<file path="config.mk">
export PLATFORM = sky130hd
export DESIGN_NAME = sdgf_level
export DESIGN_NICKNAME = d
export VERILOG_FILES = /design/src/hdl/sdgf_pkg.sv /design/src/hdl/sdgf_level.sv
export SDC_FILE = /design/constraint.sdc
export NUM_CORES = 1
export LEC_CHECK = 0
export BUFFER_PORTS_ARGS = -buffer_cell sky130_fd_sc_hd__buf_2
export CAP_MARGIN = 10
export CORE_MARGIN = 2
export CORE_UTILIZATION = 45
export DETAILED_ROUTE_END_ITERATION = 8
export MAX_ROUTING_LAYER = met4
export PLACE_DENSITY = 0.59
export SYNTH_ARGS = -nofsm -noshare
export SYNTH_HDL_FRONTEND = slang
export SYNTH_SLANG_ARGS = --single-unit
</file>
<file path="constraint.sdc">
create_clock -name clk -period 5.9 [get_ports clk]
set_clock_uncertainty 0.1 [all_clocks]
set_input_delay 1.475 -clock clk [delete_from_list [all_inputs] [get_ports clk]]
set_output_delay 1.475 -clock clk [all_outputs]
set_load 0.05 [all_outputs]
</file>
<file path="src/hdl/sdgf_pkg.sv">
`timescale 1ns / 1ps
`default_nettype none

package sdgf_pkg;

  localparam int SAMPLE_BITS   = 24;
  localparam int LEVEL_BITS    = 24;
  localparam int STEP_BITS     = 23;
  localparam int SUM_BITS      = 26;
  localparam int SPAN_BITS     = 23;
  localparam int GAIN_BITS     = 24;
  localparam int GAIN_FRAC     = 23;
  localparam int FRAC_BITS     = 24;
  localparam int CFG_IDX_BITS  = 2;
  localparam int CFG_DATA_BITS = 24;

  // Level limits in 2^-16 dB units: -120 dB .. 0 dB.
  localparam int LEVEL_MIN_INT = -7864320;
  localparam int LEVEL_SPAN    = 7864320;
  localparam int HALF_SPAN     = 3932160;

  // LEVEL_SPAN = 15 << SPAN_SHIFT; the divide by 15 is a reciprocal multiply,
  // exact for quotient inputs below 2^24 / 14.
  localparam int SPAN_SHIFT    = 19;
  localparam int RECIP_BITS    = 21;
  localparam logic [RECIP_BITS-1:0] RECIP_15 = 21'd1118482;
  localparam int RECIP_SHIFT   = 24;

  localparam logic [STEP_BITS-1:0] STEP_RESET = 23'd16384;

  // Sample delay so the lanes meet the gain read out of the ROM.
  localparam int SAMPLE_DELAY  = 4;
  localparam int QUEUE_DEPTH   = 8;

  // 6 * log2(10) in Q24, full-scale attenuation exponent.
  localparam logic [63:0] ATTEN_FULL_Q24 = 64'd334396231;

  typedef enum logic [CFG_IDX_BITS-1:0] {
    REG_FADE_DOWN   = 2'd0,
    REG_START_LEVEL = 2'd1,
    REG_STEP_SIZE   = 2'd2
  } reg_idx_e;

  typedef struct packed {
    logic signed [SAMPLE_BITS-1:0] left_in;
    logic signed [SAMPLE_BITS-1:0] right_in;
    logic                          end_of_buffer;
  } in_item_t;

  typedef struct packed {
    logic signed [SAMPLE_BITS-1:0] left_out;
    logic signed [SAMPLE_BITS-1:0] right_out;
    logic                          last;
  } out_item_t;

  typedef struct packed {
    logic                     we;
    logic [CFG_IDX_BITS-1:0]  idx;
    logic [CFG_DATA_BITS-1:0] data;
  } cfg_wr_t;

  typedef struct packed {
    logic valid;
    logic last;
  } stage_ctl_t;

  typedef logic [FRAC_BITS:0][63:0] root_tab_t;

  // Elaboration-time helpers for the gain ROM contents.
  function automatic logic [63:0] isqrt64(input logic [63:0] val);
    logic [63:0] v;
    logic [63:0] r;
    logic [63:0] b;
    int k;
    v = val;
    r = '0;
    b = 64'h4000_0000_0000_0000;
    for (k = 0; k < 32; k++) begin
      if (b > v) b = b >> 2;
    end
    for (k = 0; k < 32; k++) begin
      if (b != 64'd0) begin
        if (v >= r + b) begin
          v = v - (r + b);
          r = (r >> 1) + b;
        end else begin
          r = r >> 1;
        end
        b = b >> 2;
      end
    end
    return r;
  endfunction

  // Q32 factors 2^-(2^-k), by repeated square roots.
  function automatic root_tab_t root_table();
    root_tab_t t;
    int k;
    t = '0;
    t[1] = isqrt64(64'h8000_0000_0000_0000);
    for (k = 2; k <= FRAC_BITS; k++) begin
      t[k] = isqrt64(t[k-1] << 32);
    end
    return t;
  endfunction

  function automatic logic [GAIN_BITS-1:0] gain_from_atten(input logic [63:0] a,
                                                           input root_tab_t roots);
    logic [63:0] g;
    logic [63:0] n;
    int k;
    n = a >> FRAC_BITS;
    g = 64'd1 << 32;
    for (k = 1; k <= FRAC_BITS; k++) begin
      if (a[FRAC_BITS-k]) g = (g * roots[k] + (64'd1 << 31)) >> 32;
    end
    g = (g + (64'd1 << (n + 64'd8))) >> (n + 64'd9);
    return g[GAIN_BITS-1:0];
  endfunction

endpackage

`default_nettype wire

</file>
<file path="src/hdl/sdgf_level.sv">
`timescale 1ns / 1ps
`default_nettype none

module sdgf_level
  import sdgf_pkg::*;
#(
  parameter int GAIN_TABLE_DEPTH = 4096
) (
  input  wire logic                                 clk,
  input  wire logic                                 rst_n,
  input  wire cfg_wr_t                              cfg_i,
  input  wire logic                                 take_i,
  input  wire logic                                 last_i,
  output logic [$clog2(GAIN_TABLE_DEPTH)-1:0]       idx_o,
  output stage_ctl_t                                ctl_o
);

  localparam int IDX_W  = $clog2(GAIN_TABLE_DEPTH);
  localparam int PROD_W = SPAN_BITS + IDX_W + 1;
  localparam int Y_W    = PROD_W - SPAN_SHIFT;
  localparam int Q_W    = Y_W + RECIP_BITS;
  localparam int QS_W   = Q_W - RECIP_SHIFT;
  localparam logic [IDX_W-1:0] D1 = IDX_W'(GAIN_TABLE_DEPTH - 1);
  localparam logic signed [SUM_BITS-1:0]   SUM_MIN = SUM_BITS'(LEVEL_MIN_INT);
  localparam logic signed [LEVEL_BITS-1:0] LVL_MIN = LEVEL_BITS'(LEVEL_MIN_INT);

  logic                          fade_r;
  logic [STEP_BITS-1:0]          step_r;
  logic signed [LEVEL_BITS-1:0]  level_r;
  logic [SPAN_BITS-1:0]          u1_r;
  logic [Y_W-1:0]                y2_r;
  logic [IDX_W-1:0]              idx3_r;
  stage_ctl_t                    ctl1_r;
  stage_ctl_t                    ctl2_r;
  stage_ctl_t                    ctl3_r;

  logic signed [SUM_BITS-1:0]    lvl_ext;
  logic signed [SUM_BITS-1:0]    step_ext;
  logic signed [SUM_BITS-1:0]    sum;
  logic signed [SUM_BITS-1:0]    sum_clamp;
  logic signed [LEVEL_BITS-1:0]  level_nxt;
  logic [SPAN_BITS-1:0]          u1_nxt;
  logic signed [LEVEL_BITS-1:0]  cfg_lvl;
  logic signed [LEVEL_BITS-1:0]  start_lvl;
  logic [PROD_W-1:0]             prod;
  logic [Y_W-1:0]                y2_nxt;
  logic [Q_W-1:0]                q;
  logic [QS_W-1:0]               qs;
  logic [IDX_W-1:0]              idx3_nxt;

  // Level ramp and clamp, the only loop-carried path.
  always_comb begin
    lvl_ext  = {{(SUM_BITS-LEVEL_BITS){level_r[LEVEL_BITS-1]}}, level_r};
    step_ext = {{(SUM_BITS-STEP_BITS){1'b0}}, step_r};
    sum      = fade_r ? (lvl_ext - step_ext) : (lvl_ext + step_ext);
    if (sum > 26'sd0) begin
      sum_clamp = '0;
    end else if (sum < SUM_MIN) begin
      sum_clamp = SUM_MIN;
    end else begin
      sum_clamp = sum;
    end
    level_nxt = sum_clamp[LEVEL_BITS-1:0];
    u1_nxt    = SPAN_BITS'(sum_clamp + SUM_BITS'(LEVEL_SPAN));
  end

  always_comb begin
    cfg_lvl = cfg_i.data;
    if (cfg_lvl > 24'sd0) begin
      start_lvl = '0;
    end else if (cfg_lvl < LVL_MIN) begin
      start_lvl = LVL_MIN;
    end else begin
      start_lvl = cfg_lvl;
    end
  end

  // idx = round(u * D1 / span): shift by the power-of-two part, then divide by 15.
  always_comb begin
    prod     = PROD_W'(u1_r) * PROD_W'(D1) + PROD_W'(HALF_SPAN);
    y2_nxt   = prod[PROD_W-1:SPAN_SHIFT];
    q        = Q_W'(y2_r) * Q_W'(RECIP_15);
    qs       = q[Q_W-1:RECIP_SHIFT];
    idx3_nxt = (qs > QS_W'(D1)) ? D1 : qs[IDX_W-1:0];
  end

  always_ff @(posedge clk) begin
    if (!rst_n) begin
      fade_r  <= 1'b0;
      step_r  <= STEP_RESET;
      level_r <= '0;
      ctl1_r  <= '0;
      ctl2_r  <= '0;
      ctl3_r  <= '0;
    end else begin
      ctl1_r <= '{valid: take_i, last: last_i};
      ctl2_r <= ctl1_r;
      ctl3_r <= ctl2_r;
      if (cfg_i.we) begin
        unique case (cfg_i.idx)
          REG_FADE_DOWN:   fade_r  <= cfg_i.data[0];
          REG_START_LEVEL: level_r <= start_lvl;
          REG_STEP_SIZE:   step_r  <= cfg_i.data[STEP_BITS-1:0];
          default: ;
        endcase
      end else if (take_i) begin
        level_r <= level_nxt;
      end
    end
  end

  always_ff @(posedge clk) begin
    u1_r   <= u1_nxt;
    y2_r   <= y2_nxt;
    idx3_r <= idx3_nxt;
  end

  assign idx_o = idx3_r;
  assign ctl_o = ctl3_r;

endmodule

`default_nettype wire

</file>
=== Word-level counts from Yosys, hierarchy flattened ===
Cells that the tools add are included.

* $add $sub $neg: 4
* $mul: 2
* Order comparisons: 5
* Equality and inequality tests: 3
* Multiplexer cells: 8
* Reduce and logical (&&, ||, !) cells: 5

{| class="wikitable"
|+ Operators with widths
! kind !! number
|-
| two-way mux 24 bit || 7
|-
| multiplier 17 x 20 -> 37 bit, second input constant || 1
|-
| adder 35 x 22 -> 36 bit, second input constant || 1
|-
| multiplier 23 x 12 -> 35 bit, second input constant || 1
|-
| greater-than comparator 26 x 1 -> 1 bit, second input constant || 1
|-
| less-than comparator 26 x 24 -> 1 bit, second input constant || 1
|-
| two-way mux 26 bit || 1
|-
| adder 24 x 24 -> 25 bit || 1
|-
| subtractor 24 x 24 -> 25 bit || 1
|-
| greater-than comparator 24 x 1 -> 1 bit, second input constant || 1
|-
| less-than comparator 24 bit, second input constant || 1
|-
| adder 23 x 20 -> 23 bit, second input constant || 1
|-
| greater-than comparator 14 x 12 -> 1 bit, second input constant || 1
|-
| AND reduction 2 bit || 3
|-
| == test 2 x 1 -> 1 bit, second input constant || 1
|-
| == test 2 bit, second input constant || 1
|-
| zero test 2 bit || 1
|-
| != test 2 x 1 -> 1 bit, second input constant || 1
|-
| nonzero test 2 bit || 1
|}

* Flip-flop bits (word level): 106
* Input bits: 31
* Output and inout port bits: 14
* Logic and storage cells: 39

=== Longest topological paths before layout ===
* Word-level depth: 7
* Mapped depth: 20
* Depth with buffers taken out: 19

=== Least setup slack after synthesis ===
Ideal clock, no wire load.

* Path kind: register to register
* Start: register u1_r[4]
* End: register y2_r[16]
* Library setup time: 0.121 ns
* Arrival time: 5.419 ns
* Data required time: 5.679 ns
* Slack: 0.260 ns
* Stages on the path, launching flop included: 20
* Buffers on the path: 0
* Period minus slack after synthesis: 5.640 ns
* Cell sequence: dfxtp_1 > fa_1 > inv_1 > fa_1 > inv_1 > fa_1 > inv_1 > fa_1 > inv_1 > fa_1 > ha_1 > a211oi_1 > o211ai_1 > a211oi_1 > o41ai_1 > o311a_1 > a31o_2 > a41oi_1 > mux2i_1 > nand2_1

* Word-level cells in the longest chain between the ends: 2

{| class="wikitable"
|+ Ends and longest elaborated chain
! item !! line !! RTL
|-
| start: declaration || sdgf_level.sv:30 || <nowiki>logic [SPAN_BITS-1:0] u1_r;</nowiki>
|-
| start signal: assignment || sdgf_level.sv:113 || <nowiki>u1_r <= u1_nxt;</nowiki>
|-
| multiplier 23 x 12 -> 35 bit || sdgf_level.sv:80 || <nowiki>prod = PROD_W'(u1_r) * PROD_W'(D1) + PROD_W'(HALF_SPAN);</nowiki>
|-
| adder 35 x 22 -> 36 bit || sdgf_level.sv:80 ||
|-
| via prod[35] || sdgf_level.sv:45 || <nowiki>logic [PROD_W-1:0] prod;</nowiki>
|-
| end signal: assignment || sdgf_level.sv:114 || <nowiki>y2_r <= y2_nxt;</nowiki>
|-
| end: declaration || sdgf_level.sv:31 || <nowiki>logic [Y_W-1:0] y2_r;</nowiki>
|}

The timed path passes the listed nets, and every way through them passes these cells.
A chain may end at the register's enable or synchronous reset.

=== Worst setup path in the final report ===
* Start: register u1_r[5]
* End: register y2_r[16]

The elaborated chain is that of the path after synthesis.

==> impl_results.md <==
* Status: completed
* TritonRoute pass-1 iters at 7
* Fin. max-slew vios at 0
* Critical Path RT at 6.04 ns
* Die Y at 177 µm
* DRT antenna net count at 0
* Seq/Total Area, Yosys at 0.157
* Core Box Area at 29600 µm²
* Commonest non-fill, non-tap cell in the layout: inv_1
* Max FO, Critical Path at 5
* Mapped cell area at 13500 µm²
* Port Buf Inserts at 44
* Synth Area in XOR/XNOR at 0.0377
* Synth Register Bits at 106
* Simple-gate share of the synthesized area at 0.115
* Crit. End Element: flip-flop
* Post-synth top area cell: fa_1
* # diodes at 0
* Post-synth top flop: dfxtp_1
* CTS buffer count at 9
* RSZ-0062 raised after global routing: false
* Initial antenna violation count at 0
* Max Buffers Root-to-Sink at 2
* Post-synth ARST share at 0
* CP Launch Point: u1_r[5]$_DFF_P_
* Commonest cells after routing, fill and taps aside: inv_1, ha_1, fa_1
* Synth top area share at 0.275
* DPL Wire Length at 25800 µm
* Max Freq at 0.176 GHz
* Compound-Gate Fraction of Synth Area at 0.133
* Slew margin rel. at 0.340
* Largest family of logic cells by synthesized area: adder cells
* Worst Setup Start Kind: flip-flop
* Layout cells sized above 1 at 0.0924
* Clock Pin Slew Worst Setup and Hold Paths at 0.08 ns
* Multiplexer area fraction after synthesis at 0.00538
* Rows at 63
* Clock sinks at 106
* Warning count from the yosys run at 0
* Synth Instances at 1427
* Post-CTS Hold Buffers at 0
* Worst-Skew Late Latency at 0.37 ns
* Endpoints failing hold at 0
* Starting Density at 0.456
* DR WL/cell at 15.8 µm
* CTS tree: yes
* Final wirelength at 29600 µm
* Vias in the first global route at 10.1k
* Final setup TNS at 0 ns
* Worst Hold Class: reg -> reg
* Num ports at 45
* GR Util All Layers at 0.206
* Top post-synthesis cells by area: fa_1, ha_1, dfxtp_1, inv_1, nand2_1
* Nets@finish at 1907
* Vias at 9662
* Cell variety after synth at 81
* Worst r2r path cells at 20
* Die area at 31400 µm²
* Worst setup path class: reg -> reg
* First-pass GRT wire length at 50000 µm
* Reg-to-reg slack, setup at 0.21 ns
* Die width at 177 µm
* RR Startpoint: u1_r[5]$_DFF_P_
* WP data arrival at 5.84 ns
* Synthesized area per cell at 9.45 µm²
* Crit path to: y2_r[16]$_DFF_P_
* Post-Synth Adder-Cell Area at 0.471
* DRC Markers at 0
* Root Buffer: clkbuf_16
* Htree depth at 3
* Final clock period utilization by the worst path at 0.965
* Max cap viols at 0
* Post-synth EDFFs at 0
* Hold_sp: ctl2_r[1]$_SDFF_PN0_
* Final Setup Violations at 0
* Gpl congestion at 0.890
* Layout area overhead at 8.42%
* Reg-to-reg critical path endpoint: y2_r[16]$_DFF_P_
* Slew @ Worst Pin at 0.987 ns
* Iter 0 DRT Violations at 386
* Largest net degree at the start of global routing at 28
* Via density per instance at 5.16
* Post-Synthesis Net Count at 1855
* Tmin final at 5.69 ns
* Global route overflow at 0
what timing repair did:
action / 4_1_cts / 5_1_grt
setup endpoints to repair: 5 / 8
gates resized for setup: 2 / 19
setup buffers: 0 / 0
pin swaps: 0 / 8
hold endpoints to repair: 0 / 0
synthesized netlist by cell type (7+ instances only):
| master | instances |
|---|---|
| a211oi_1 | 7 |
| a21o_1 | 15 |
| a21oi_1 | 82 |
| a22oi_1 | 15 |
| a31oi_1 | 11 |
| and2_1 | 11 |
| and3_1 | 8 |
| clkbuf_1 | 20 |
| dfxtp_1 | 106 |
| fa_1 | 185 |
| ha_1 | 212 |
| inv_1 | 255 |
| nand2_1 | 111 |
| nand2b_1 | 7 |
| nand3_1 | 19 |
| nor2_1 | 55 |
| nor2_2 | 10 |
| nor2b_1 | 14 |
| nor3_1 | 20 |
| nor4_1 | 9 |
| o211ai_1 | 7 |
| o21a_1 | 9 |
| o21ai_0 | 48 |
| o31ai_1 | 16 |
| or3_1 | 9 |
| xnor2_1 | 47 |
| xor2_1 | 11 |
cells by family (layout without fill, tap and decap cells):
group / after synthesis / in the layout
adders and majority gates: 397 / 397
and+or+nand+nor: 308 / 308
buffers and inverters: 282 / 338
AOI/OAI and AO/OA: 270 / 270
DFF: 106 / 106
xor gates and xnor gates: 58 / 58
muxes: 6 / 6
how the worst min path moves through the flow:
stage / depth (start not counted) / endpoint / slack [ns]
after floorplan: 1 / ctl2_r[0]$_SDFF_PN0_ / 0.31
after detailed placement: 1 / ctl_o[1]$_SDFF_PN0_ / 0.32
after global placement: 1 / ctl2_r[1]$_SDFF_PN0_ / 0.32
final: 1 / ctl_o[1]$_SDFF_PN0_ / 0.34
after global routing: 1 / ctl2_r[0]$_SDFF_PN0_ / 0.35
after CTS: 1 / ctl_o[1]$_SDFF_PN0_ / 0.34
registers in the layout, summed over array words and instances (netlist names):
signal and count:
level_r 24, step_r 23, u1_r 23, y2_r 17, idx_o 12, ctl1_r 2, ctl2_r 2, ctl_o 2
fade_r 1
area by class of cell:
type,count,area (µm²)
tap,390,488
sequential,106,2130
fill,2814,14900
inverter,256,961
clock inverter,4,53.8
timing repair buffer,67,393
multi-input combinational,1039,10400
clock buffer,11,233
per-stage QoR:
| stage | area [µm²] | std cells | hold slack [ns] | util | setup slack (ns) |
|---|---|---|---|---|---|
| floorplan | 13500 | 1427 | 0.312 | - | 0.260 |
| global placement | 14300 | 1858 | 0.320 | 0.482 | -0.0150 |
| detailed placement | 14300 | 1858 | 0.319 | 0.482 | -0.0914 |
| CTS | 14600 | 1873 | 0.339 | 0.492 | 0.0331 |
| global route | 14600 | 1873 | 0.355 | 0.495 | 0.00494 |
| finish | 14600 | 1873 | 0.335 | 0.495 | 0.208 |
critical path, stage by stage (launching register included):
cell	delay [ns]
dfxtp_4	0.36
fa_1	0.58
inv_2	0.07
fa_1	0.53
inv_1	0.06
fa_1	0.53
inv_1	0.05
fa_1	0.53
inv_1	0.05
fa_1	0.52
ha_4	0.21
a211oi_2	0.19
o211ai_1	0.13
a211oi_2	0.29
o41ai_2	0.09
buf_4	0.16
o311a_4	0.38
a31o_4	0.27
a41oi_2	0.23
mux2i_1	0.20
nand2_1	0.06
metal layers:
metal	part of all wire	GRT usage
met1	0.46	0.259
met2	0.50	0.358
met3	0.022	0.0178
met4	0.017	0.0503
met5	0	-
Power is not shown: default switching activity piles up to over one toggle a cycle in this logic, so the estimate is an artifact.
