[src/hdl/sdgf_pkg.sv]
`timescale 1ns / 1ps
`default_nettype none

package sdgf_pkg;

  localparam int SAMPLE_BITS   = 24;
  localparam int LEVEL_BITS    = 24;
  localparam int STEP_BITS     = 23;
  localparam int SUM_BITS      = 26;
  localparam int SPAN_BITS     = 23;
  localparam int GAIN_BITS     = 24;
  localparam int GAIN_FRAC     = 23;
  localparam int FRAC_BITS     = 24;
  localparam int CFG_IDX_BITS  = 2;
  localparam int CFG_DATA_BITS = 24;

  // Level limits in 2^-16 dB units: -120 dB .. 0 dB.
  localparam int LEVEL_MIN_INT = -7864320;
  localparam int LEVEL_SPAN    = 7864320;
  localparam int HALF_SPAN     = 3932160;

  // LEVEL_SPAN = 15 << SPAN_SHIFT; the divide by 15 is a reciprocal multiply,
  // exact for quotient inputs below 2^24 / 14.
  localparam int SPAN_SHIFT    = 19;
  localparam int RECIP_BITS    = 21;
  localparam logic [RECIP_BITS-1:0] RECIP_15 = 21'd1118482;
  localparam int RECIP_SHIFT   = 24;

  localparam logic [STEP_BITS-1:0] STEP_RESET = 23'd16384;

  // Sample delay so the lanes meet the gain read out of the ROM.
  localparam int SAMPLE_DELAY  = 4;
  localparam int QUEUE_DEPTH   = 8;

  // 6 * log2(10) in Q24, full-scale attenuation exponent.
  localparam logic [63:0] ATTEN_FULL_Q24 = 64'd334396231;

  typedef enum logic [CFG_IDX_BITS-1:0] {
    REG_FADE_DOWN   = 2'd0,
    REG_START_LEVEL = 2'd1,
    REG_STEP_SIZE   = 2'd2
  } reg_idx_e;

  typedef struct packed {
    logic signed [SAMPLE_BITS-1:0] left_in;
    logic signed [SAMPLE_BITS-1:0] right_in;
    logic                          end_of_buffer;
  } in_item_t;

  typedef struct packed {
    logic signed [SAMPLE_BITS-1:0] left_out;
    logic signed [SAMPLE_BITS-1:0] right_out;
    logic                          last;
  } out_item_t;

  typedef struct packed {
    logic                     we;
    logic [CFG_IDX_BITS-1:0]  idx;
    logic [CFG_DATA_BITS-1:0] data;
  } cfg_wr_t;

  typedef struct packed {
    logic valid;
    logic last;
  } stage_ctl_t;

  typedef logic [FRAC_BITS:0][63:0] root_tab_t;

  // Elaboration-time helpers for the gain ROM contents.
  function automatic logic [63:0] isqrt64(input logic [63:0] val);
    logic [63:0] v;
    logic [63:0] r;
    logic [63:0] b;
    int k;
    v = val;
    r = '0;
    b = 64'h4000_0000_0000_0000;
    for (k = 0; k < 32; k++) begin
      if (b > v) b = b >> 2;
    end
    for (k = 0; k < 32; k++) begin
      if (b != 64'd0) begin
        if (v >= r + b) begin
          v = v - (r + b);
          r = (r >> 1) + b;
        end else begin
          r = r >> 1;
        end
        b = b >> 2;
      end
    end
    return r;
  endfunction

  // Q32 factors 2^-(2^-k), by repeated square roots.
  function automatic root_tab_t root_table();
    root_tab_t t;
    int k;
    t = '0;
    t[1] = isqrt64(64'h8000_0000_0000_0000);
    for (k = 2; k <= FRAC_BITS; k++) begin
      t[k] = isqrt64(t[k-1] << 32);
    end
    return t;
  endfunction

  function automatic logic [GAIN_BITS-1:0] gain_from_atten(input logic [63:0] a,
                                                           input root_tab_t roots);
    logic [63:0] g;
    logic [63:0] n;
    int k;
    n = a >> FRAC_BITS;
    g = 64'd1 << 32;
    for (k = 1; k <= FRAC_BITS; k++) begin
      if (a[FRAC_BITS-k]) g = (g * roots[k] + (64'd1 << 31)) >> 32;
    end
    g = (g + (64'd1 << (n + 64'd8))) >> (n + 64'd9);
    return g[GAIN_BITS-1:0];
  endfunction

endpackage

`default_nettype wire

[src/hdl/sdgf_lane.sv]
`timescale 1ns / 1ps
`default_nettype none

module sdgf_lane
  import sdgf_pkg::*;
(
  input  wire logic                          clk,
  input  wire logic signed [SAMPLE_BITS-1:0] sample_i,
  input  wire logic [GAIN_BITS-1:0]          gain_i,
  output logic signed [SAMPLE_BITS-1:0]      result_o
);

  logic signed [SAMPLE_BITS-1:0]           dly_r [SAMPLE_DELAY];
  logic signed [SAMPLE_BITS-1:0]           result_r;
  logic signed [SAMPLE_BITS+GAIN_BITS:0]   prod;

  // Arithmetic shift: rounds toward minus infinity.
  always_comb begin
    prod = dly_r[SAMPLE_DELAY-1] * $signed({1'b0, gain_i});
  end

  always_ff @(posedge clk) begin
    dly_r[0] <= sample_i;
    for (int i = 1; i < SAMPLE_DELAY; i++) begin
      dly_r[i] <= dly_r[i-1];
    end
    result_r <= prod[GAIN_FRAC+SAMPLE_BITS-1:GAIN_FRAC];
  end

  assign result_o = result_r;

endmodule

`default_nettype wire

[config.mk]
export PLATFORM = sky130hd
export DESIGN_NAME = sdgf_lane
export DESIGN_NICKNAME = d
export VERILOG_FILES = /design/src/hdl/sdgf_pkg.sv /design/src/hdl/sdgf_lane.sv
export SDC_FILE = /design/constraint.sdc
export NUM_CORES = 1
export LEC_CHECK = 0
export ABC_AREA = 1
export BUFFER_PORTS_ARGS = -buffer_cell sky130_fd_sc_hd__buf_2
export CORE_MARGIN = 2
export CORE_UTILIZATION = 66
export CTS_CLUSTER_SIZE = 20
export DETAILED_ROUTE_END_ITERATION = 16
export PLACE_DENSITY_LB_ADDON = 0.12
export SLEW_MARGIN = 30
export SYNTH_ARGS = -nofsm -noshare
export SYNTH_HDL_FRONTEND = slang
export SYNTH_SLANG_ARGS = --single-unit
[constraint.sdc]
create_clock -name clk -period 6.6 [get_ports clk]
set_input_delay 0.33 -clock clk [delete_from_list [all_inputs] [get_ports clk]]
set_output_delay 0.33 -clock clk [all_outputs]
set_load 0.005 [all_outputs]
# ---- After elaboration in Yosys (flattened, before gate mapping)
# Memories as Yosys holds them, arrays and structs flattened.
# Cells that the tools add are included.
# W data, S select, Z words.
dict set report word_totals {
  out_inout_bits 24
  n_memories 1
  ff_bits 24
  mem_bits_rw 96
}
# name depth width read_ports rd_ports_with_merged_regs write_ports line_no
set mem_list {}
lappend mem_list {dly_r 4 24 4 0 4 sdgf_lane.sv:13} ;# logic signed [SAMPLE_BITS-1:0] dly_r [SAMPLE_DELAY];
dict set report classes {
  multipliers 1
}
# cell count
set op_table {}
lappend op_table {{$mul A24 B25 Y47} 1}

# ---- Depth between registers and ports, before layout
# Gate-level depths: netlist of the first run.
dict set report depth {
  word_depth 1
  mapped_depth 28
}

# ---- Worst setup path after synthesis of the first run
# No wires, ideal clock.
dict set report synth_path {
  path_kind {flip-flop to flip-flop}
  startpoint {memory dly_r[3][9]}
  endpoint {register result_r[22] (netlist: result_o[22])}
  synth_period_minus_slack_ns 5.708
  path_stages_with_launch 24
  path_slack_ns 0.892
  arrival_time_ns 5.595
  path_buffers 1
  setup_time_ns 0.113
  t_required_ns 6.487
  cell_sequence {dfxtp_1 > clkbuf_1 > nand2_1 > fa_1 > inv_1 > fa_1 > inv_1 > fa_1 > inv_1 > fa_1 > fa_1 > fa_1 > inv_1 > fa_1 > inv_1 > ha_1 > nand2_1 > nor2_1 > inv_1 > o21ai_1 > o21bai_1 > nand2_1 > nand4_1 > nand2_1}
}
# item line_no
set synth_rtl {}
lappend synth_rtl {{start, declared} sdgf_lane.sv:13}
lappend synth_rtl {{end signal, assigned} sdgf_lane.sv:27} ;# result_r <= prod[GAIN_FRAC+SAMPLE_BITS-1:GAIN_FRAC];
lappend synth_rtl {{end, declared} sdgf_lane.sv:14} ;# logic signed [SAMPLE_BITS-1:0] result_r;

==> results of run 1 <==
-- routing by layer --
metal	global-route usage (%)	vias to the layer above	routed length (um)
met5	0	-	0
met4	13.9	0	2190
met3	5.48	145	4930
met1	48.9	8669	23600
met2	58.7	822	28000
li1	-	7953	-
-- layout by cell type (no fill, tap or decap), types with 2 or more instances in the layout --
master,n
nand2_2,3
xnor2_1,7
clkbuf_16,17
a21boi_0,4
nor2_1,95
fa_1,481
nand3_1,30
buf_4,61
buf_2,72
inv_1,871
or2_2,15
dlygate4sd3_1,24
xor2_1,7
clkinv_4,4
buf_12,2
o21ai_0,24
ha_1,185
or2_1,2
nand4_1,13
nor4_2,2
inv_6,3
nor4_1,2
nor3_1,5
inv_8,2
a21o_1,7
dfxtp_1,107
o21a_1,5
clkinvlp_4,2
o21bai_1,9
inv_2,5
nand2_1,722
o21ai_2,2
a21oi_1,55
o21ai_1,9
bufinv_16,2
a21boi_1,2
dfxtp_2,12
-- final cells by class --
class	count	area [um2]	area share, %
Clock buffer	18	439	1.81
Clock inverter	14	164	0.677
Inverter	876	3290	13.6
Multi-Input combinational cell	1690	16200	67.1
Sequential cell	120	2420	10.0
Tap cell	448	561	2.32
Timing Repair Buffer	159	1100	4.54
-- worst paths after layout --
kind	endpoint	slack (ps)	cells after the start
worst max register to register	result_o[6]	250	21
worst min register to register	dly_r[2][13]	300	0
worst max-delay path	result_o[6]	250	21
worst min-delay path	dly_r[2][13]	300	0
-- worst reg2reg max path: cells and delay by family (launching register included) --
family,cells,cell delay [ps]
and+or+nand+nor,2,200
buffers and inverters,6,530
DFF,1,480
AOI/OAI and AO/OA,5,1150
adders and majority gates,8,3850
-- stage by stage --
stage,hold WS (ps),cell area (um2)
after floorplan,310,22300
after global placement,310,23300
after detailed placement,312,23300
after CTS,308,24200
after global routing,325,24200
final,304,24200
-- sequential cells by signal, summed over array words and instances, names as in the netlist --
signal / flops
dly_r: 96
result_o: 24
-- kinds of logic (layout without fill, tap and decap cells) --
kind of cell    after synthesis  in the layout  share of synthesized area (%)
flops                       120            120                           10.8
simple gates                892            892                           15.7
compound gates              118            118                           2.99
fa+ha+maj                   666            666                           53.6
buf+inv                     972           1067                           16.4
xor+xnor                     14             14                          0.550
-- timing repair --
item                                   4_1_cts  5_1_grt
resized for setup                            1       14
setup endpoints to repair                    2       20
endpoints found under the hold margin       24        0
hold buffers                                24        0
gates cloned                                 0        0
==> summary.md, run 1 <==
| Metric | Value |
|---|---|
| Outcome | `complete, no violations` |
| RSZ-0062 raised after global routing | `false` |
| H-tree levels | `4` |
| Setup Skew | `20.9 ps` |
| Vias | `17600` |
| Max transition margin | `58.1%` |
| Final non-filler cell total | `3325` |
| Initial DRC count | `~1100` |
| First-pass GRT wire length | `98000 um` |
| Gpl congestion | `around 0.95` |
| EDFF count, synth | `0` |
| Placed insts | `3269` |
| CTS tree | `built` |
| Initial antenna violation count | `0` |
| Clock slew at reported path FFs | `80 ps` |
| Io pins | `73` |
| Die W | `188 um` |
| CP Buf/Inv Count | `6` |
| Final Slew Violations | `0` |
| N_diodes | `0` |
| Synth top area cells | `fa_1, inv_1, nand2_1, dfxtp_1, ha_1` |
| Reg2reg start | `dly_r[3][18]` |
| Final hold vios | `0` |
| Row Count | `67` |
| Top cell by count, worst path | `fa_1` |
| Longest Clk Path Bufs | `2` |
| Routed length per instance | `17.6 um` |
| Crit end category | `flop` |
| Synth Register Bits | `120` |
| Setup slack after layout | `255 ps` |
| Top-area cell type share of the netlist area | `a little over two fifths` |
| Syn Nets | `around 3500` |
| Critical Path AT | `6660 ps` |
| Synth unique cells | `31` |
| Filler cells | `about 2700` |
| Post-synthesis sequential area ratio | `a little over a tenth` |
| Gr ovfl total | `0` |
| Post-placement worst setup slack | `86.7 ps` |
| Setup Total Neg Slack | `0 ps` |
| Max Cap Viol | `0` |
| Initial core utilization | `66.8%` |
| Delay-heaviest family, CP | `adder cells` |
| Largest net degree at the start of global routing | `25` |
| Hpwl dp | `49400 um` |
| Final setup viols | `0` |
| Final Util | `72.6%` |
| Total die area | `about 35000 um2` |
| Worst setup path startpoint | `dly_r[3][18]` |
| Worst hold path type | `flop to flop` |
| Remaining DRCs | `0` |
| CTS buffer count | `17` |
| Post-CTS setup buffers | `0` |
| Port Buf Inserts | `72` |
| Slew at the pin closest to its max-slew limit | `about 630 ps` |
| Die Ht | `188 um` |
| Core area | `33400 um2` |
| Crit Path Category | `flop to flop` |
| Crit-path max FO | `11` |
| Layout cell share with drive strength beyond 1 | `7.19%` |
| Max incr delay on CP | `530 ps` |
| First drt pass iteration count | `6` |
| YS warnings | `0` |
| Commonest cells in the netlist | `inv_1, nand2_1, fa_1` |
| Cells after synthesis | `roughly 2800` |
| Final period utilization | `between 90% and 100%` |
| Total wire length | `about 59000 um` |
| Top-count cell post-synth | `inv_1` |
| Post-Syn Area per Cell | `between 8 and 9 um2` |
| Min cycle time layout | `roughly 6300 ps` |
| Clock Sinks | `between 100 and 150` |
| Min-Delay Startpoint | `dly_r[1][13]` |
| Area leader, netlist | `fa_1` |
| Critical Path RT | `6920 ps` |
| Nets | `between 3000 and 4000` |
| Setup crit start kind | `flop` |
| GR Util All Layers | `35.9%` |
| CP max stage cell | `fa_1` |
| Vias in the first global route | `around 19000` |
| Async S/R FF share, synth | `0%` |
| Max Fclk | `158 MHz` |
| Cell area after synthesis | `roughly 22000 um2` |
| Remaining antenna violation count | `0` |
| Area delta synth->final | `8.65%` |
| Root Buffer | `clkbuf_16` |
| Synth Flop Type | `dfxtp_1` |
| Vias per cell | `about 5.3` |
| CP Cell Sequence | `buf_4 -> nand2_1 -> inv_1 -> fa_1 -> inv_1 -> fa_1 -> inv_1 -> fa_1 -> fa_1 -> fa_1 -> fa_1 -> inv_1 -> fa_1 -> inv_1 -> ha_1 -> a21oi_1 -> o21a_1 -> o21ai_1 -> o21bai_1 -> o21ai_0 -> nand2_1` |
| Worst skew pair latency | `460 ps` |
Power of run 1 is left out: the tool's default activity adds up to more than one toggle a clock period on the data nets, which glitch-free logic cannot reach.
==> run 2, diff against run 1 <==
CELL_PAD_IN_SITES_DETAIL_PLACEMENT = 1   (was unset)
CELL_PAD_IN_SITES_GLOBAL_PLACEMENT = 2   (was unset)
CORE_UTILIZATION = 40   (was 66)
SLEW_MARGIN = unset   (was 30)
==> run 2 against run 1 <==
Die area up 63%. Cell count up 9.4%. Via count down 2.7%. Clock-buffer cell count up 2. Worst hold slack better by 12 ps. Non-clock buffer count up 12. Core utilization down 28 points. Sequential share of layout area down 0.20 points. Routed wire length up 16%. Clock skew down 9.0 ps. Sequential cell count unchanged. Maximum frequency up 1.1%. Highest routed layer unchanged.
==> summary.md, run 2 (synthesized netlist as in run 1, its figures left out) <==
| Metric | Value |
|---|---|
| Initial antenna violation count | `0 (unchanged)` |
| Initial core utilization | `40.4% (-26 points)` |
| Post-CTS setup buffers | `0 (unchanged)` |
| Critical Path AT | `6650 ps (about the same)` |
| Setup crit start kind | `flop` |
| Max reg flops | `96 (unchanged)` |
| Nets | `3591 (+0.34%)` |
| Max Cap Viol | `0 (unchanged)` |
| Total die area | `57600 um2 (+63%)` |
| Outcome | `complete, no violations` |
| Gpl congestion | `0.907 (-4.1%)` |
| Final hold vios | `0 (unchanged)` |
| H-tree levels | `4 (unchanged)` |
| RSZ-0062 raised after global routing | `false` |
| Core area | `55100 um2 (+65%)` |
| Final non-filler cell total | `3636 (+9.4%)` |
| Setup Skew | `11.9 ps (-8.99 ps)` |
| Clock Sinks | `120 (unchanged)` |
| Remaining DRCs | `0 (unchanged)` |
| Commonest non-fill, non-tap cells in the layout | `inv_1, nand2_1, fa_1` |
| Initial DRC count | `756 (-33%)` |
| CTS tree | `built` |
| Worst skew pair latency | `480 ps (+20 ps)` |
| First drt pass iteration count | `5 (-1)` |
| Post-placement worst setup slack | `-171 ps (-258 ps)` |
| Setup slack after layout | `325 ps (+70.3 ps)` |
| Worst hold path type | `flop to flop` |
| Crit end category | `flop` |
| Most common cell after layout, fill and taps aside | `inv_1` |
| Port Buf Inserts | `72 (unchanged)` |
| Crit-path max FO | `11 (unchanged)` |
| Crit Path Category | `flop to flop` |
| Critical Path RT | `6980 ps (+60 ps)` |
| Remaining antenna violation count | `0 (unchanged)` |
| Gr ovfl total | `0 (unchanged)` |
| GR Util All Layers | `25.8% (-10 points)` |
| Min cycle time layout | `6270 ps (-70.3 ps)` |
| Io pins | `73 (unchanged)` |
| Filler cells | `6715 (+150%)` |
| Area delta synth->final | `11.1%` |
| Final setup viols | `0 (unchanged)` |
| Largest Register | `dly_r` |
| Final period utilization | `95.1% (-1.1 points)` |
| Root Buffer | `clkbuf_16` |
| Max transition margin | `58.1% (about the same)` |
| Largest net degree at the start of global routing | `25 (unchanged)` |
| Slew at the pin closest to its max-slew limit | `629 ps (+0.366 ps)` |
| CTS buffer count | `17 (unchanged)` |
| Hpwl dp | `59300 um (+20%)` |
| Total wire length | `68200 um (+16%)` |
| Flop2flop setup slack | `330 ps (+70 ps)` |
| Vias in the first global route | `19600 (+3.5%)` |
| Max Fclk | `159 MHz (+1.1%)` |
| Die W | `240 um (+28%)` |
| Placed insts | `3581 (+9.5%)` |
| Row Count | `86 (+28%)` |
| N_diodes | `0 (unchanged)` |
| Vias | `17100 (-2.7%)` |
| First-pass GRT wire length | `111000 um (+14%)` |
| Vias per cell | `4.71 (-11%)` |
| Die Ht | `240 um (+28%)` |
| Final Slew Violations | `0 (unchanged)` |
| Clock slew at reported path FFs | `60 ps (-20 ps)` |
| Longest Clk Path Bufs | `2 (unchanged)` |
| Layout cell share with drive strength beyond 1 | `7.62% (+0.42 points)` |
| Routed length per instance | `18.8 um (+6.4%)` |
run 2: changes by cell type in the layout (fill, tap and decap cells not counted), sizes merged:
cell,delta
clkinv,-2
inv,-4
clkbuf,+2
buf,+12
bufinv,+1
clkinvlp,+2
run 2: final timing paths:
check / from / endpoint / depth (start not counted)
setup reg to reg: dly_r[3][18] / result_o[23] / 23
hold reg to reg: dly_r[1][8] / dly_r[2][8] / 0
setup / recovery: dly_r[3][18] / result_o[23] / 23
hold / removal: dly_r[1][8] / dly_r[2][8] / 0
run 2: worst max-delay path: stages, from the launching register on:
cell and delay, ps:
dfxtp_2 420, buf_4 210, buf_4 180, nand2_1 70, inv_1 60, fa_1 540, inv_1 60, fa_1 530
inv_1 50, fa_1 490, inv_1 60, fa_1 450, fa_1 490, inv_1 50, fa_1 510, ha_1 320
ha_1 470, nand2_1 140, nor2_1 200, nand2_1 150, nor2_1 280, nand3_1 230, nand4_1 160, nand2_1 60
run 2: through the flow:
stage | TNS, ps | util (%) | instance area, um2 | hold WS (ps)
CTS | 0 | 44.9 | 24700 | 319
floorplan | 0 | - | 22300 | 310
finish | 0 | 44.9 | 24800 | 317
detailed placement | -214 | 43.4 | 23900 | 313
global placement | -250 | 43.4 | 23900 | 310
global route | 0 | 44.9 | 24800 | 322
run 2: layer usage:
metal  vias up  GRT usage (%)  wire [um]
li1       7966              -          -
met1      8838           36.9      32800
met2       263           41.4      31600
met3        51           3.92       2900
met4         0           5.65        982
met5         -              0          0
run 2: repair_timing:
action	in CTS	in global routing
hold buffers	24	0
resized for setup	5	18
endpoints found under the hold margin	24	0
endpoints found under the setup margin	4	20
run 2: final cells by class:
class                           instances  area, um2  area share (%)
Multi-Input combinational cell       1690      16200            65.6
Inverter                              876       3290            13.3
Sequential cell                       120       2430            9.80
Timing Repair Buffer                  171       1270            5.12
Tap cell                              748        936            3.78
Clock buffer                           20        447            1.80
Clock inverter                         11        148           0.596
Power of run 2 is left out for the same reason.
==> run 3, diff against run 2 <==
CORE_UTILIZATION = 36   (was 40)
HOLD_SLACK_MARGIN = 0.1   (was unset)
clock period = 5.05 ns   (was 6.6 ns; I/O delays follow)
==> run 3 against run 2 <==
The run now ends with setup timing left. Sequential share of layout area fell by 1.1 points. Core utilization up 1.1 points. Register-to-register slack got worse by 1200 ps. Critical path type unchanged. Non-clock buffer count up 222. Global-route usage fell by 1.6 points. Routed wire length rose by 6.6%. Cell count rose by 7.3%. Critical path depth is 4 higher. Maximum frequency is 5.6% higher. Die area rose by 11%. First-iteration DRC count is 0.26% higher. Worst hold slack lost 0.50 ps.
==> summary.md, run 3 (synthesized netlist as in run 1, its figures left out) <==
| Metric | Value |
|---|---|
| Outcome | `finished, violations left` |
| Violated checks | `setup timing` |
| Root Buffer | `clkbuf_16` |
| Routed length per instance | `18.6 um (-0.65%)` |
| Worst skew pair latency | `500 ps (+20 ps)` |
| Largest net degree at the start of global routing | `18 (-28%)` |
| Final period utilization | `118% (+23 points)` |
| Highest metal layer with signal wires | `met4` |
| Most common cell after layout, fill and taps aside | `inv_1` |
| Slew at the pin closest to its max-slew limit | `532 ps (-97.0 ps)` |
| Min cycle time layout | `5940 ps (-331 ps)` |
| Setup slack after layout | `-894 ps (-1220 ps)` |
| Longest Clk Path Bufs | `2 (unchanged)` |
| Max Cap Viol | `0 (unchanged)` |
| Setup crit start kind | `flop` |
| CTS buffer count | `17 (unchanged)` |
| Final Slew Violations | `0 (unchanged)` |
| Commonest non-fill, non-tap cells in the layout | `inv_1, nand2_1, fa_1` |
| Initial DRC count | `758 (+0.26%)` |
| Die W | `253 um (+5.3%)` |
| Metal-1 WL | `34000 um (+3.6%)` |
| Max incr delay on CP | `570 ps (+30 ps)` |
| Crit Path Category | `flop to flop` |
| Gpl congestion | `0.867 (-4.4%)` |
| First-pass GRT wire length | `118000 um (+5.5%)` |
| Core area | `61500 um2 (+12%)` |
| CP Buf/Inv Count | `8 (+1)` |
| Vias per cell | `4.66 (-0.98%)` |
| Io pins | `73 (unchanged)` |
| Initial antenna violation count | `0 (unchanged)` |
| Final setup viols | `24 (+24)` |
| CTS tree | `built` |
| Setup Skew | `31.2 ps (+19.3 ps)` |
| Area delta synth->final | `27.2%` |
| Crit end category | `flop` |
| Max transition margin | `64.5% (+6.5 points)` |
| Initial core utilization | `36.2% (-4.2 points)` |
| Total wire length | `72700 um (+6.6%)` |
| Layout cell share with drive strength beyond 1 | `24.8% (+17 points)` |
| Crit-path max FO | `5 (-6)` |
| Critical Path RT | `5470 ps (-1510 ps)` |
| Die Ht | `253 um (+5.3%)` |
| Vias in the first global route | `21100 (+7.5%)` |
| GR Util All Layers | `24.2% (-1.6 points)` |
| Critical Path AT | `6370 ps (-280 ps)` |
| Largest Register | `dly_r` |
| Port Buf Inserts | `72 (unchanged)` |
| CP max stage cell | `fa_1` |
| H-tree levels | `4 (unchanged)` |
| Max Fclk | `168 MHz (+5.6%)` |
| Final hold vios | `0 (unchanged)` |
| Total die area | `63900 um2 (+11%)` |
| Row Count | `91 (+5.8%)` |
| Remaining antenna violation count | `0 (unchanged)` |
| Nets | `3813 (+6.2%)` |
| Remaining DRCs | `0 (unchanged)` |
| Gr ovfl total | `0 (unchanged)` |
| Clock Sinks | `120 (unchanged)` |
| N_diodes | `0 (unchanged)` |
| Vias | `18200 (+6.2%)` |
| Setup Total Neg Slack | `-19150 ps (-19150 ps)` |
| Metal3 WL | `1880 um (-35%)` |
| WL met2 | `35400 um (+12%)` |
| Worst hold path type | `flop to flop` |
| Max reg flops | `96 (unchanged)` |
| Final Util | `46.1% (+1.1 points)` |
| RSZ-0062 raised after global routing | `true` |
| Hpwl dp | `62100 um (+4.7%)` |
| Clock slew at reported path FFs | `70 ps (about the same)` |
| Delay-heaviest family, CP | `adder cells` |
| First drt pass iteration count | `5 (unchanged)` |
run 3: changes by cell type in the layout (fill, tap and decap cells not counted), sizes merged:
cell,before,now
bufinv,3,0
buf,147,369
inv,877,886
clkbuf,20,17
clkinvlp,4,2
run 3: worst paths after layout:
kind,startpoint,to,slack (ps),depth (start not counted)
worst max-delay path,dly_r[3][7],result_o[13],-890,27
worst max register to register,dly_r[3][7],result_o[13],-890,27
worst min register to register,dly_r[2][7],dly_r[3][7],320,0
worst min-delay path,dly_r[2][7],dly_r[3][7],320,0
run 3: worst reg2reg max path: cells and delay by family, from the launching register on:
family,cells,cell delay (ps)
flip-flops,1,430
adder cells (fa/ha/maj),8,3940
buffers and inverters,8,560
AND/OR/NAND/NOR,11,950
run 3: final cells by class:
| cell class | instances | area, um2 |
|---|---|---|
| fillers | 7273 | 33100 |
| multi-input cells | 1690 | 17700 |
| clock inverters | 15 | 151 |
| well taps | 790 | 988 |
| flip-flops and latches | 120 | 2460 |
| clock buffers | 17 | 425 |
| inverters | 876 | 3300 |
| repair buffers | 393 | 3290 |
run 3: timing repair:
item / 4_1_cts / 5_1_grt
cloned: 1 / 0
endpoints found under the hold margin: 24 / 0
endpoints found under the setup margin: 24 / 24
hold buffers: 24 / 0
gates resized for setup: 217 / 202
pin swaps: 86 / 86
buffers inserted: 29 / 13
run 3: per-layer routing:
layer / vias up / track usage [%]
met5: - / 0
met4: 0 / 5.17
met3: 72 / 2.58
met2: 242 / 41.5
met1: 9442 / 33.1
li1: 8429 / -
run 3: per-stage QoR:
step / worst slack, ps / cell area [um2] / hold WS (ps) / std cells
after floorplan: -407 / 22900 / 280 / 2782
after global placement: -1280 / 25800 / 310 / 3807
after detailed placement: -1320 / 25800 / 313 / 3807
after CTS: -898 / 27600 / 316 / 3890
after global routing: -1130 / 28300 / 321 / 3901
final: -894 / 28300 / 316 / 3901
Power of run 3 is left out for the same reason.
